==> src/hdl/shd_pkg.sv <==
// Package of the sliding Hamming distance block: widths, codes and the cell control struct.
// Used by every module of the block; depends on nothing.
`timescale 1ns / 1ps
`default_nettype none

package shd_pkg;

  localparam int SYM_W    = 7;
  localparam int POS_W    = 6;
  localparam int LEN_W    = 7;
  localparam int DIST_W   = 7;
  localparam int SEEN_W   = 31;

  localparam int MAX_PATTERN_DEF  = 64;
  localparam int SYMBOL_COUNT_DEF = 128;

  localparam int IN_DATA_W  = 16;
  localparam int IN_USER_W  = 2;
  localparam int OUT_DATA_W = 40;

  localparam logic [SEEN_W-1:0] SEEN_MAX = {SEEN_W{1'b1}};

  // Operation codes carried in bit 0 of in_tuser.
  localparam logic OP_LOAD = 1'b0;
  localparam logic OP_TEXT = 1'b1;

  // Control broadcast from the top level to every cell of the row.
  typedef struct packed {
    logic             load;
    logic             shift;
    logic             clear;
    logic             sym_ok;
    logic [POS_W-1:0] position;
    logic [SYM_W-1:0] symbol;
  } shd_ctl_t;

endpackage

`default_nettype wire

==> src/hdl/sliding_hamming_distance.sv <==
// Top level of the sliding Hamming distance block: handshakes, length register,
// position counter and output register. Depends on shd_pkg, shd_row and shd_cell.
//
//   channel  direction  contents
//   in_*     slave      tdata: position, symbol; tuser: operation, first_of_text
//   out_*    master     tdata: distance, alignment
//   cfg_*    slave      data: pattern_length
//
// For each text request the whole cell row compares and shifts at once,
// and the result is formed from the updated count of the selected cell.
// The result sits in an output register; a new request is taken while it is
// being delivered, and input stalls only while that register is full and held.
// Synchronous reset clears the match counts, the position counter and the output
// valid, and sets the length register to one.
`timescale 1ns / 1ps
`default_nettype none

module sliding_hamming_distance #(
  parameter int MAX_PATTERN  = shd_pkg::MAX_PATTERN_DEF,
  parameter int SYMBOL_COUNT = shd_pkg::SYMBOL_COUNT_DEF
) (
  input  wire logic                            clk,
  input  wire logic                            rst_n,
  input  wire logic                            in_tvalid,
  output logic                                 in_tready,
  input  wire logic [shd_pkg::IN_DATA_W-1:0]   in_tdata,  // position[5:0], symbol[12:6], zero
  input  wire logic [shd_pkg::IN_USER_W-1:0]   in_tuser,  // operation[0], first_of_text[1]
  output logic                                 out_tvalid,
  input  wire logic                            out_tready,
  output logic      [shd_pkg::OUT_DATA_W-1:0]  out_tdata, // distance[6:0], alignment[37:7], zero
  input  wire logic                            cfg_valid,
  output logic                                 cfg_ready,
  input  wire logic [shd_pkg::LEN_W-1:0]       cfg_data   // pattern_length
);

  localparam int CNT_W = $clog2(MAX_PATTERN + 1);

  logic [shd_pkg::LEN_W-1:0]   len_r;
  logic [shd_pkg::LEN_W-1:0]   eff_len;
  logic [shd_pkg::LEN_W-1:0]   tap;
  logic [shd_pkg::SEEN_W-1:0]  seen_r;
  logic [shd_pkg::SEEN_W-1:0]  seen_nxt;
  logic                        out_valid_r;
  logic [shd_pkg::OUT_DATA_W-1:0] out_data_r;
  logic [shd_pkg::OUT_DATA_W-1:0] out_data_nxt;
  logic [shd_pkg::DIST_W-1:0]  distance;
  logic [shd_pkg::SEEN_W-1:0]  alignment;
  logic [CNT_W-1:0]            tap_cnt;
  logic                        accept;
  logic                        is_text;
  logic                        emit;
  shd_pkg::shd_ctl_t           ctl;

  assign cfg_ready  = 1'b1;
  assign in_tready  = !out_valid_r || out_tready;
  assign accept     = in_tvalid && in_tready;
  assign is_text    = (in_tuser[0] == shd_pkg::OP_TEXT);
  assign out_tvalid = out_valid_r;
  assign out_tdata  = out_data_r;

  assign ctl.load     = accept && (in_tuser[0] == shd_pkg::OP_LOAD);
  assign ctl.shift    = accept && is_text;
  assign ctl.clear    = in_tuser[1];
  assign ctl.position = in_tdata[5:0];
  assign ctl.symbol   = in_tdata[12:6];
  assign ctl.sym_ok   = {2'b00, in_tdata[12:6]} < 9'(SYMBOL_COUNT);

  // Length zero acts as one; a length beyond the row acts as the full row.
  always_comb begin
    if (len_r == '0) begin
      eff_len = shd_pkg::LEN_W'(1);
    end else if (32'(len_r) > MAX_PATTERN) begin
      eff_len = shd_pkg::LEN_W'(MAX_PATTERN);
    end else begin
      eff_len = len_r;
    end
  end

  assign tap = eff_len - shd_pkg::LEN_W'(1);

  shd_row #(
    .MAX_PATTERN (MAX_PATTERN),
    .CNT_W       (CNT_W)
  ) u_row (
    .clk     (clk),
    .rst_n   (rst_n),
    .ctl     (ctl),
    .tap     (tap),
    .tap_cnt (tap_cnt)
  );

  // The text position count saturates at its all-ones value.
  always_comb begin
    if (in_tuser[1]) begin
      seen_nxt = shd_pkg::SEEN_W'(1);
    end else if (seen_r == shd_pkg::SEEN_MAX) begin
      seen_nxt = seen_r;
    end else begin
      seen_nxt = seen_r + shd_pkg::SEEN_W'(1);
    end
  end

  assign emit         = is_text && (seen_nxt >= shd_pkg::SEEN_W'(eff_len));
  assign distance     = shd_pkg::DIST_W'(32'(eff_len) - 32'(tap_cnt));
  assign alignment    = seen_nxt - shd_pkg::SEEN_W'(eff_len);
  assign out_data_nxt = {2'b00, alignment, distance};

  always_ff @(posedge clk) begin
    if (!rst_n) begin
      len_r <= shd_pkg::LEN_W'(1);
    end else if (cfg_valid && cfg_ready) begin
      len_r <= cfg_data;
    end
  end

  always_ff @(posedge clk) begin
    if (!rst_n) begin
      seen_r <= '0;
    end else if (ctl.shift) begin
      seen_r <= seen_nxt;
    end
  end

  always_ff @(posedge clk) begin
    if (!rst_n) begin
      out_valid_r <= 1'b0;
    end else if (accept) begin
      out_valid_r <= emit;
    end else if (out_tready) begin
      out_valid_r <= 1'b0;
    end
  end

  always_ff @(posedge clk) begin
    if (accept && emit) begin
      out_data_r <= out_data_nxt;
    end
  end

endmodule

`default_nettype wire

==> src/hdl/shd_cell.sv <==
// One cell of the comparison row: one pattern symbol and one partial match count.
// Depends on shd_pkg.
`timescale 1ns / 1ps
`default_nettype none

module shd_cell #(
  parameter int INDEX = 0,
  parameter int CNT_W = 7
) (
  input  wire logic                  clk,
  input  wire logic                  rst_n,
  input  wire shd_pkg::shd_ctl_t     ctl,
  input  wire logic [CNT_W-1:0]      cnt_in,
  output logic      [CNT_W-1:0]      cnt_q,
  output logic      [CNT_W-1:0]      cnt_nxt
);

  logic [shd_pkg::SYM_W-1:0] pat_r;
  logic [CNT_W-1:0]          cnt_r;
  logic                      hit;

  assign hit     = ctl.sym_ok && (pat_r == ctl.symbol);
  // A start-of-text request clears the neighbor's count before the shift.
  assign cnt_nxt = (ctl.clear ? '0 : cnt_in) + CNT_W'(hit);
  assign cnt_q   = cnt_r;

  always_ff @(posedge clk) begin
    if (ctl.load && (32'(ctl.position) == INDEX)) begin
      pat_r <= ctl.symbol;
    end
  end

  always_ff @(posedge clk) begin
    if (!rst_n) begin
      cnt_r <= '0;
    end else if (ctl.shift) begin
      cnt_r <= cnt_nxt;
    end
  end

endmodule

`default_nettype wire

==> src/hdl/shd_row.sv <==
// Row of comparison cells chained by their match counts, plus the window tap select.
// Depends on shd_pkg and shd_cell.
`timescale 1ns / 1ps
`default_nettype none

module shd_row #(
  parameter int MAX_PATTERN = shd_pkg::MAX_PATTERN_DEF,
  parameter int CNT_W       = 7
) (
  input  wire logic                       clk,
  input  wire logic                       rst_n,
  input  wire shd_pkg::shd_ctl_t          ctl,
  input  wire logic [shd_pkg::LEN_W-1:0]  tap,
  output logic      [CNT_W-1:0]           tap_cnt
);

  logic [CNT_W-1:0] cnt_q   [MAX_PATTERN];
  logic [CNT_W-1:0] cnt_nxt [MAX_PATTERN];
  logic [CNT_W-1:0] cnt_in  [MAX_PATTERN];

  for (genvar g = 0; g < MAX_PATTERN; g++) begin : g_cell
    if (g == 0) begin : g_head
      assign cnt_in[g] = '0;
    end else begin : g_link
      assign cnt_in[g] = cnt_q[g-1];
    end

    shd_cell #(
      .INDEX (g),
      .CNT_W (CNT_W)
    ) u_cell (
      .clk     (clk),
      .rst_n   (rst_n),
      .ctl     (ctl),
      .cnt_in  (cnt_in[g]),
      .cnt_q   (cnt_q[g]),
      .cnt_nxt (cnt_nxt[g])
    );
  end

  // The window result is the updated count of the cell at the window's last position.
  always_comb begin
    tap_cnt = '0;
    for (int j = 0; j < MAX_PATTERN; j++) begin
      if (32'(tap) == j) begin
        tap_cnt = cnt_nxt[j];
      end
    end
  end

endmodule

`default_nettype wire

==> config.mk <==
export PLATFORM = sky130hd
export DESIGN_NAME = sliding_hamming_distance
export DESIGN_NICKNAME = d
export VERILOG_FILES = /design/src/hdl/shd_pkg.sv /design/src/hdl/sliding_hamming_distance.sv /design/src/hdl/shd_cell.sv /design/src/hdl/shd_row.sv
export SDC_FILE = /design/constraint.sdc
export NUM_CORES = 2
export LEC_CHECK = 0
export BUFFER_PORTS_ARGS = -buffer_cell sky130_fd_sc_hd__buf_2
export CORE_MARGIN = 2
export CORE_UTILIZATION = 45
export DETAILED_ROUTE_END_ITERATION = 10
export HOLD_SLACK_MARGIN = 0.15
export SYNTH_ARGS = -nofsm -noshare
export SYNTH_HDL_FRONTEND = slang
export SYNTH_SLANG_ARGS = --single-unit
==> constraint.sdc <==
create_clock -name clk -period 10 [get_ports clk]
set_input_delay 3 -clock clk [delete_from_list [all_inputs] [get_ports clk]]
set_output_delay 3 -clock clk [all_outputs]
set_load 0.01 [all_outputs]
# After elaboration in Yosys (flattened, before gate mapping)
# Index checks and enable logic that the tools add are counted.
# totals
elab_cells	600
input_bits	30
ff_bits	960
out_inout_bits	43
# op_classes
addsub	67
n_mux	133
n_eq_ne	191
order_cmp	2
bitwise	1
reduce_logical	75
# op_table
cell	n
2-to-1 mux 7 bit	126
== test 7 bit	64
adder 7 x 1 -> 7 bit	62
== test 7 x 6 -> 1 bit, second input constant	32
== test 6 bit, second input constant	32
== test 7 x 5 -> 1 bit, second input constant	16
== test 6 x 5 -> 1 bit, second input constant	16
logical AND 1 bit	69
2-to-1 mux 31 bit	2
== test 7 x 4 -> 1 bit, second input constant	8
== test 6 x 4 -> 1 bit, second input constant	8
adder 31 x 1 -> 31 bit, second input constant	1
== test 31 bit, second input constant	1
greater-or-equal comparator 31 x 7 -> 1 bit	1
subtractor 31 x 7 -> 31 bit	1
== test 7 x 3 -> 1 bit, second input constant	4
== test 6 x 3 -> 1 bit, second input constant	4
== test 7 x 2 -> 1 bit, second input constant	2
zero test 7 bit	2
== test 6 x 2 -> 1 bit, second input constant	2
== test 7 x 1 -> 1 bit, second input constant	1
> comparator 7 bit, second input constant	1
subtractor 7 x 1 -> 7 bit, second input constant	1
subtractor 7 bit	1
9 further kinds	12

# Depth between registers and ports, before layout
# depth
ltp_word	70
mapped_depth	27
ltp_nobuf	20

# Hierarchy
# A second synthesis with hierarchy kept.
# hier_totals
hier_cells	5754
area_unflattened_um2	56505.4
# modules_own_cells
mod	seq_area_each_um2	instances	area_each_um2	cells_each
shd_cell (u_row.g_cell[17].u_cell ...)	350.3	15	716.9	68
shd_cell (u_row.g_cell[21].u_cell ...)	350.3	14	716.9	67
shd_cell (u_row.g_cell[20].u_cell ...)	350.3	10	714.4	67
shd_row	0.0	1	5675.4	876
shd_cell (u_row.g_cell[16].u_cell ...)	350.3	7	714.4	68
sliding_hamming_distance	1921.8	1	4959.8	558
shd_cell (u_row.g_cell[11].u_cell ...)	350.3	5	719.4	68
shd_cell (u_row.g_cell[10].u_cell ...)	350.3	4	719.4	67
shd_cell (u_row.g_cell[1].u_cell ...)	350.3	2	724.4	67
shd_cell (u_row.g_cell[19].u_cell ...)	350.3	2	716.9	69
shd_cell (u_row.g_cell[52].u_cell ...)	350.3	2	711.9	67
shd_cell (u_row.g_cell[15].u_cell)	350.3	1	718.2	67
shd_cell (u_row.g_cell[3].u_cell)	350.3	1	718.2	68
shd_cell (u_row.g_cell[0].u_cell)	350.3	1	715.7	67

# Worst setup path before layout
# Ideal clock, no wire load.
# synth_path
path_kind	in2reg
start	input port in_tuser[1] in the netlist's numbering
end	register out_data_r (netlist bit out_tdata[6]), data pin
setup_time_ns	0.265
required_time_ns	9.735
cell_stages	27
arrival_ns	8.251
setup_slack_ns	1.484
path_cell_list	buf_2 buf_2 buf_1 buf_2 buf_2 buf_1 buf_2 buf_1 clkbuf_1 nor2b_1 ha_1 ha_1 xnor2_1 o22ai_1 or4_1 a211oi_1 o22ai_1 a211oi_1 a221oi_1 o221ai_1 ha_1 nor2b_1 o21ai_0 nand2b_1 a21o_1 a21oi_1 xnor2_1
# synth_between
elab_chain_cells	66
word_cells_on_any_way	190
# synth_rtl
item	line	text
start, declared	sliding_hamming_distance.sv:27	input wire logic [shd_pkg::IN_USER_W-1:0] in_tuser,
parallel branches: the longest is 64 deep, another holds adder 7 x 1 -> 7 bit	-	
2-to-1 mux 7 bit *	shd_row.sv:45	if (32'(tap) == j) begin
subtractor 7 bit *	sliding_hamming_distance.sv:104	assign distance = shd_pkg::DIST_W'(32'(eff_len) - 32'(tap_cnt));
named net distance, one bit	sliding_hamming_distance.sv:46	logic [shd_pkg::DIST_W-1:0] distance;
end signal, assigned	sliding_hamming_distance.sv:136	out_data_r <= out_data_nxt;
end, declared	sliding_hamming_distance.sv:44	logic [shd_pkg::OUT_DATA_W-1:0] out_data_r;
# Mark *: on every way through the listed nets, which the timed path passes.
# A chain may end at the register's enable or synchronous reset.

# Worst setup path in the final report
# layout_path
start	input port in_tdata[10] in the netlist's numbering
end	register out_data_r (netlist bit out_tdata[5]), data pin
# layout_between
elab_chain_cells	66
word_cells_on_any_way	192
# layout_rtl
item	line	text
start, declared	sliding_hamming_distance.sv:26	input wire logic [shd_pkg::IN_DATA_W-1:0] in_tdata,
parallel branches: the longest is 64 deep, another holds adder 7 x 1 -> 7 bit	-	
2-to-1 mux 7 bit *	shd_row.sv:45	
subtractor 7 bit *	sliding_hamming_distance.sv:104	
named net distance, one bit	sliding_hamming_distance.sv:46	
# Marks and branches as above.

==> flow_summary.ini <==
[min_path]
worstHoldPathType = reg2reg

[sta]
fin_worst_skew_ns = 0.0393
hold_viol_final = 0
max_slew_margin = 0.190
period_minus_slack_ns = 8.29
drv_slew = 0
setup_viol = 0
rsz0062_at_grt = no
hold_ws_ns = 0.460
setup_tns_ns = 0
max_freq_mhz = 121
worst_pin_slew_ns = 1.22
setup_ws_ns = 1.71
finalCritPeriodShare = 0.829

[global_route]
grt_max_degree = 259
grt_usage = 0.262
grt_busiest_layer = met2
grt_pass1_wl_mm = 240
antenna_found_initial = 0
grt_pass1_vias = 38588
grt_overflow = 0
met3_usage = 0.0433
grt.met2_usage = 0.395
grtUsageMet1 = 0.373

[yosys]
synth-edff-count = 486
yosysSeqAreaShare = 0.457
ys_types = 104
syn_inst = 5562
yosysWarningCount = 0
avgSynthCellArea_sq_um = 9.35
async_flop_share = 0
ys_seq_elements = 945
synth_ff_type = edfxtp_1
synthesis.area_sq_mm = 0.0520

[worst_setup_path]
crit_path_cell_trace = buf_6 -> buf_4 -> xnor2_1 -> nand4_1 -> nor4_1 -> ha_1 -> nand3_1 -> xor2_1 -> nor2_1 -> a221oi_1 -> nand2_1 -> or3_1 -> o41ai_1 -> ha_1 -> and3_1 -> a311oi_1 -> o21bai_1 -> xor2_1
worstPathMaxFanout = 44
worstPathRequired_ns = 10.45
path_class = in2reg
startpoint_type = input port
crit_slowest_cell = o41ai_1
critPathCaptureType = flip-flop
cp.arrival_ns = 8.74
slowest_delay_ns = 0.83

[clock_tree]
ctsHoldBuffers = 0
clock-sinks = 945
cts_tree = yes
post_cts_buffers = 0
cts_buffers = 105
clock-root-buffer = clkbuf_16
clk_path_buf_depth = 3
clkTransAtPathRegs_ns = 0.06
post_cts_resize_count = 0
htree_levels = 3
clkLatencyLatePin_ns = 0.71

[layout]
design_area_sq_mm = 0.0578
layout_commonest_cell = nand2_1
seq_area_sq_mm = 0.0238
area_growth_pct = 11.1
nNetsFinal = 5694
final_core_util = 0.505
nFillCells = 10640
multiInputGateArea_sq_mm = 0.0268
final_cell_mix = 883 x nand2_1, 486 x edfxtp_1, 456 x dfxtp_1, 374 x xnor2_1, 353 x xor2_1
drive_gt1_frac = 0.0778

[floorplanning]
die_h_um = 344
start_util = 0.454
io_pins = 73
die_w_um = 344
placementRows = 124
dieArea_sq_mm = 0.118
coreArea_sq_mm = 0.115

[status]
outcome = completed

[routing]
wl_per_cell_um = 22.2
vias_per_cell = 5.79
dr_total_vias = 41273
drc = 0
drt_iter0_drc = 4176
ant_nets = 0
routed_wl_mm = 158
firstDrtPassIters = 6

[placed_design]
place_ws_ns = 1.22
dp_hpwl_mm = 109
io_buffers = 66
gp_congestion = 0.978
placed_area_sq_mm = 0.0542

[power_and_ir_drop]
p_leak_nw = 19.6
peakVddDrop_mv = 0.155
p_per_area_mw_per_mm2 = 154

[run]
drv_cap = 0
final timing paths:
kind                                                      start                                            end  slack [ns]  cells after the start
hold reg to reg   u_row.g_cell[47].u_cell.cnt_q[0]$_SDFFE_PN0P_  u_row.g_cell[47].u_cell.cnt_q[0]$_SDFFE_PN0P_        0.46                      2
setup / recovery                                   in_tdata[10]                         out_tdata[5]$_DFFE_PP_        1.71                     18
hold / removal    u_row.g_cell[47].u_cell.cnt_q[0]$_SDFFE_PN0P_  u_row.g_cell[47].u_cell.cnt_q[0]$_SDFFE_PN0P_        0.46                      2
setup reg to reg                          len_r[0]$_SDFFE_PN1P_                         out_tdata[6]$_DFFE_PP_        3.71                     17
sequential cells by signal (all words and copies together) (netlist names):
| name | count |
|---|---|
| len_r | 7 |
| out_tvalid | 1 |
| u_row.g_cell.u_cell.pat_r | 448 |
| out_tdata | 38 |
| seen_r | 31 |
| u_row.g_cell.u_cell.cnt_q | 420 |
critical path, delay by kind of cell:
family,cells,cell delay (ns)
xor+xnor,3,0.46
fa+ha+maj,2,0.87
simple gates,7,1.86
buf+inv,2,0.76
compound gates,4,1.69
through the flow:
| step | std cells | total power [mW] |
|---|---|---|
| after floorplan | 5563 | 4.68 |
| after global placement | 6929 | 4.94 |
| after detailed placement | 6929 | 4.95 |
| after CTS | 7128 | 8.98 |
| after global routing | 7128 | 9.18 |
| final | 7129 | 8.91 |
cell usage after synthesis, types with 16 or more instances:
cell / count / area share
edfxtp_1: 486 / 0.28
o221ai_1: 16 / 0.0027
a21boi_0: 311 / 0.045
a211oi_1: 24 / 0.0035
buf_1: 61 / 0.0044
a22oi_1: 30 / 0.0043
clkbuf_1: 242 / 0.017
xnor2_1: 374 / 0.063
ha_1: 138 / 0.033
nor3b_1: 21 / 0.0030
nand2_1: 883 / 0.064
a21oi_1: 198 / 0.019
inv_1: 28 / 0.0020
mux2i_1: 18 / 0.0035
xor2_1: 353 / 0.059
o22ai_1: 46 / 0.0055
a221oi_1: 19 / 0.0032
o21ai_0: 161 / 0.015
nand4_1: 94 / 0.011
a31oi_1: 24 / 0.0029
o211a_1: 52 / 0.010
dfxtp_1: 459 / 0.18
or3_1: 78 / 0.0094
o211ai_1: 27 / 0.0039
buf_2: 38 / 0.0037
and3_1: 42 / 0.0051
nor2_1: 332 / 0.024
nor2b_1: 275 / 0.033
nor3_1: 146 / 0.014
nor4_1: 86 / 0.010
nand3_1: 253 / 0.024
power by group:
group	switching [mW]	total (mW)	internal [mW]
logic	0.496	0.730	0.234
clock network	1.67	4.03	2.35
registers	0.0288	4.15	4.12
kinds of logic after synthesis:
| logic type | synth area share |
|---|---|
| xor+xnor | 0.122 |
| other cells | 0.000144 |
| compound gates | 0.138 |
| mux | 0.00510 |
| flops | 0.457 |
| simple gates | 0.215 |
| buf+inv | 0.0287 |
| fa+ha+maj | 0.0340 |
routing by layer:
| metal | vias up | wire (um) |
|---|---|---|
| li1 | 19640 | - |
| met2 | 1461 | 68700 |
| met4 | 0 | 6510 |
| met1 | 19820 | 72200 |
| met3 | 352 | 11100 |
| met5 | - | 0 |
layout make-up:
| type | count | area share |
|---|---|---|
| multi-input combinational | 4240 | 0.464 |
| clock buffer | 134 | 0.0491 |
| clock inverter | 65 | 0.0128 |
| antenna | 1 | 0.0000433 |
| timing repair buffer | 201 | 0.0278 |
| tap | 1512 | 0.0327 |
| inverter | 31 | 0.00201 |
| sequential | 945 | 0.412 |
No activity file was read; power rests on OpenSTA's default activity.
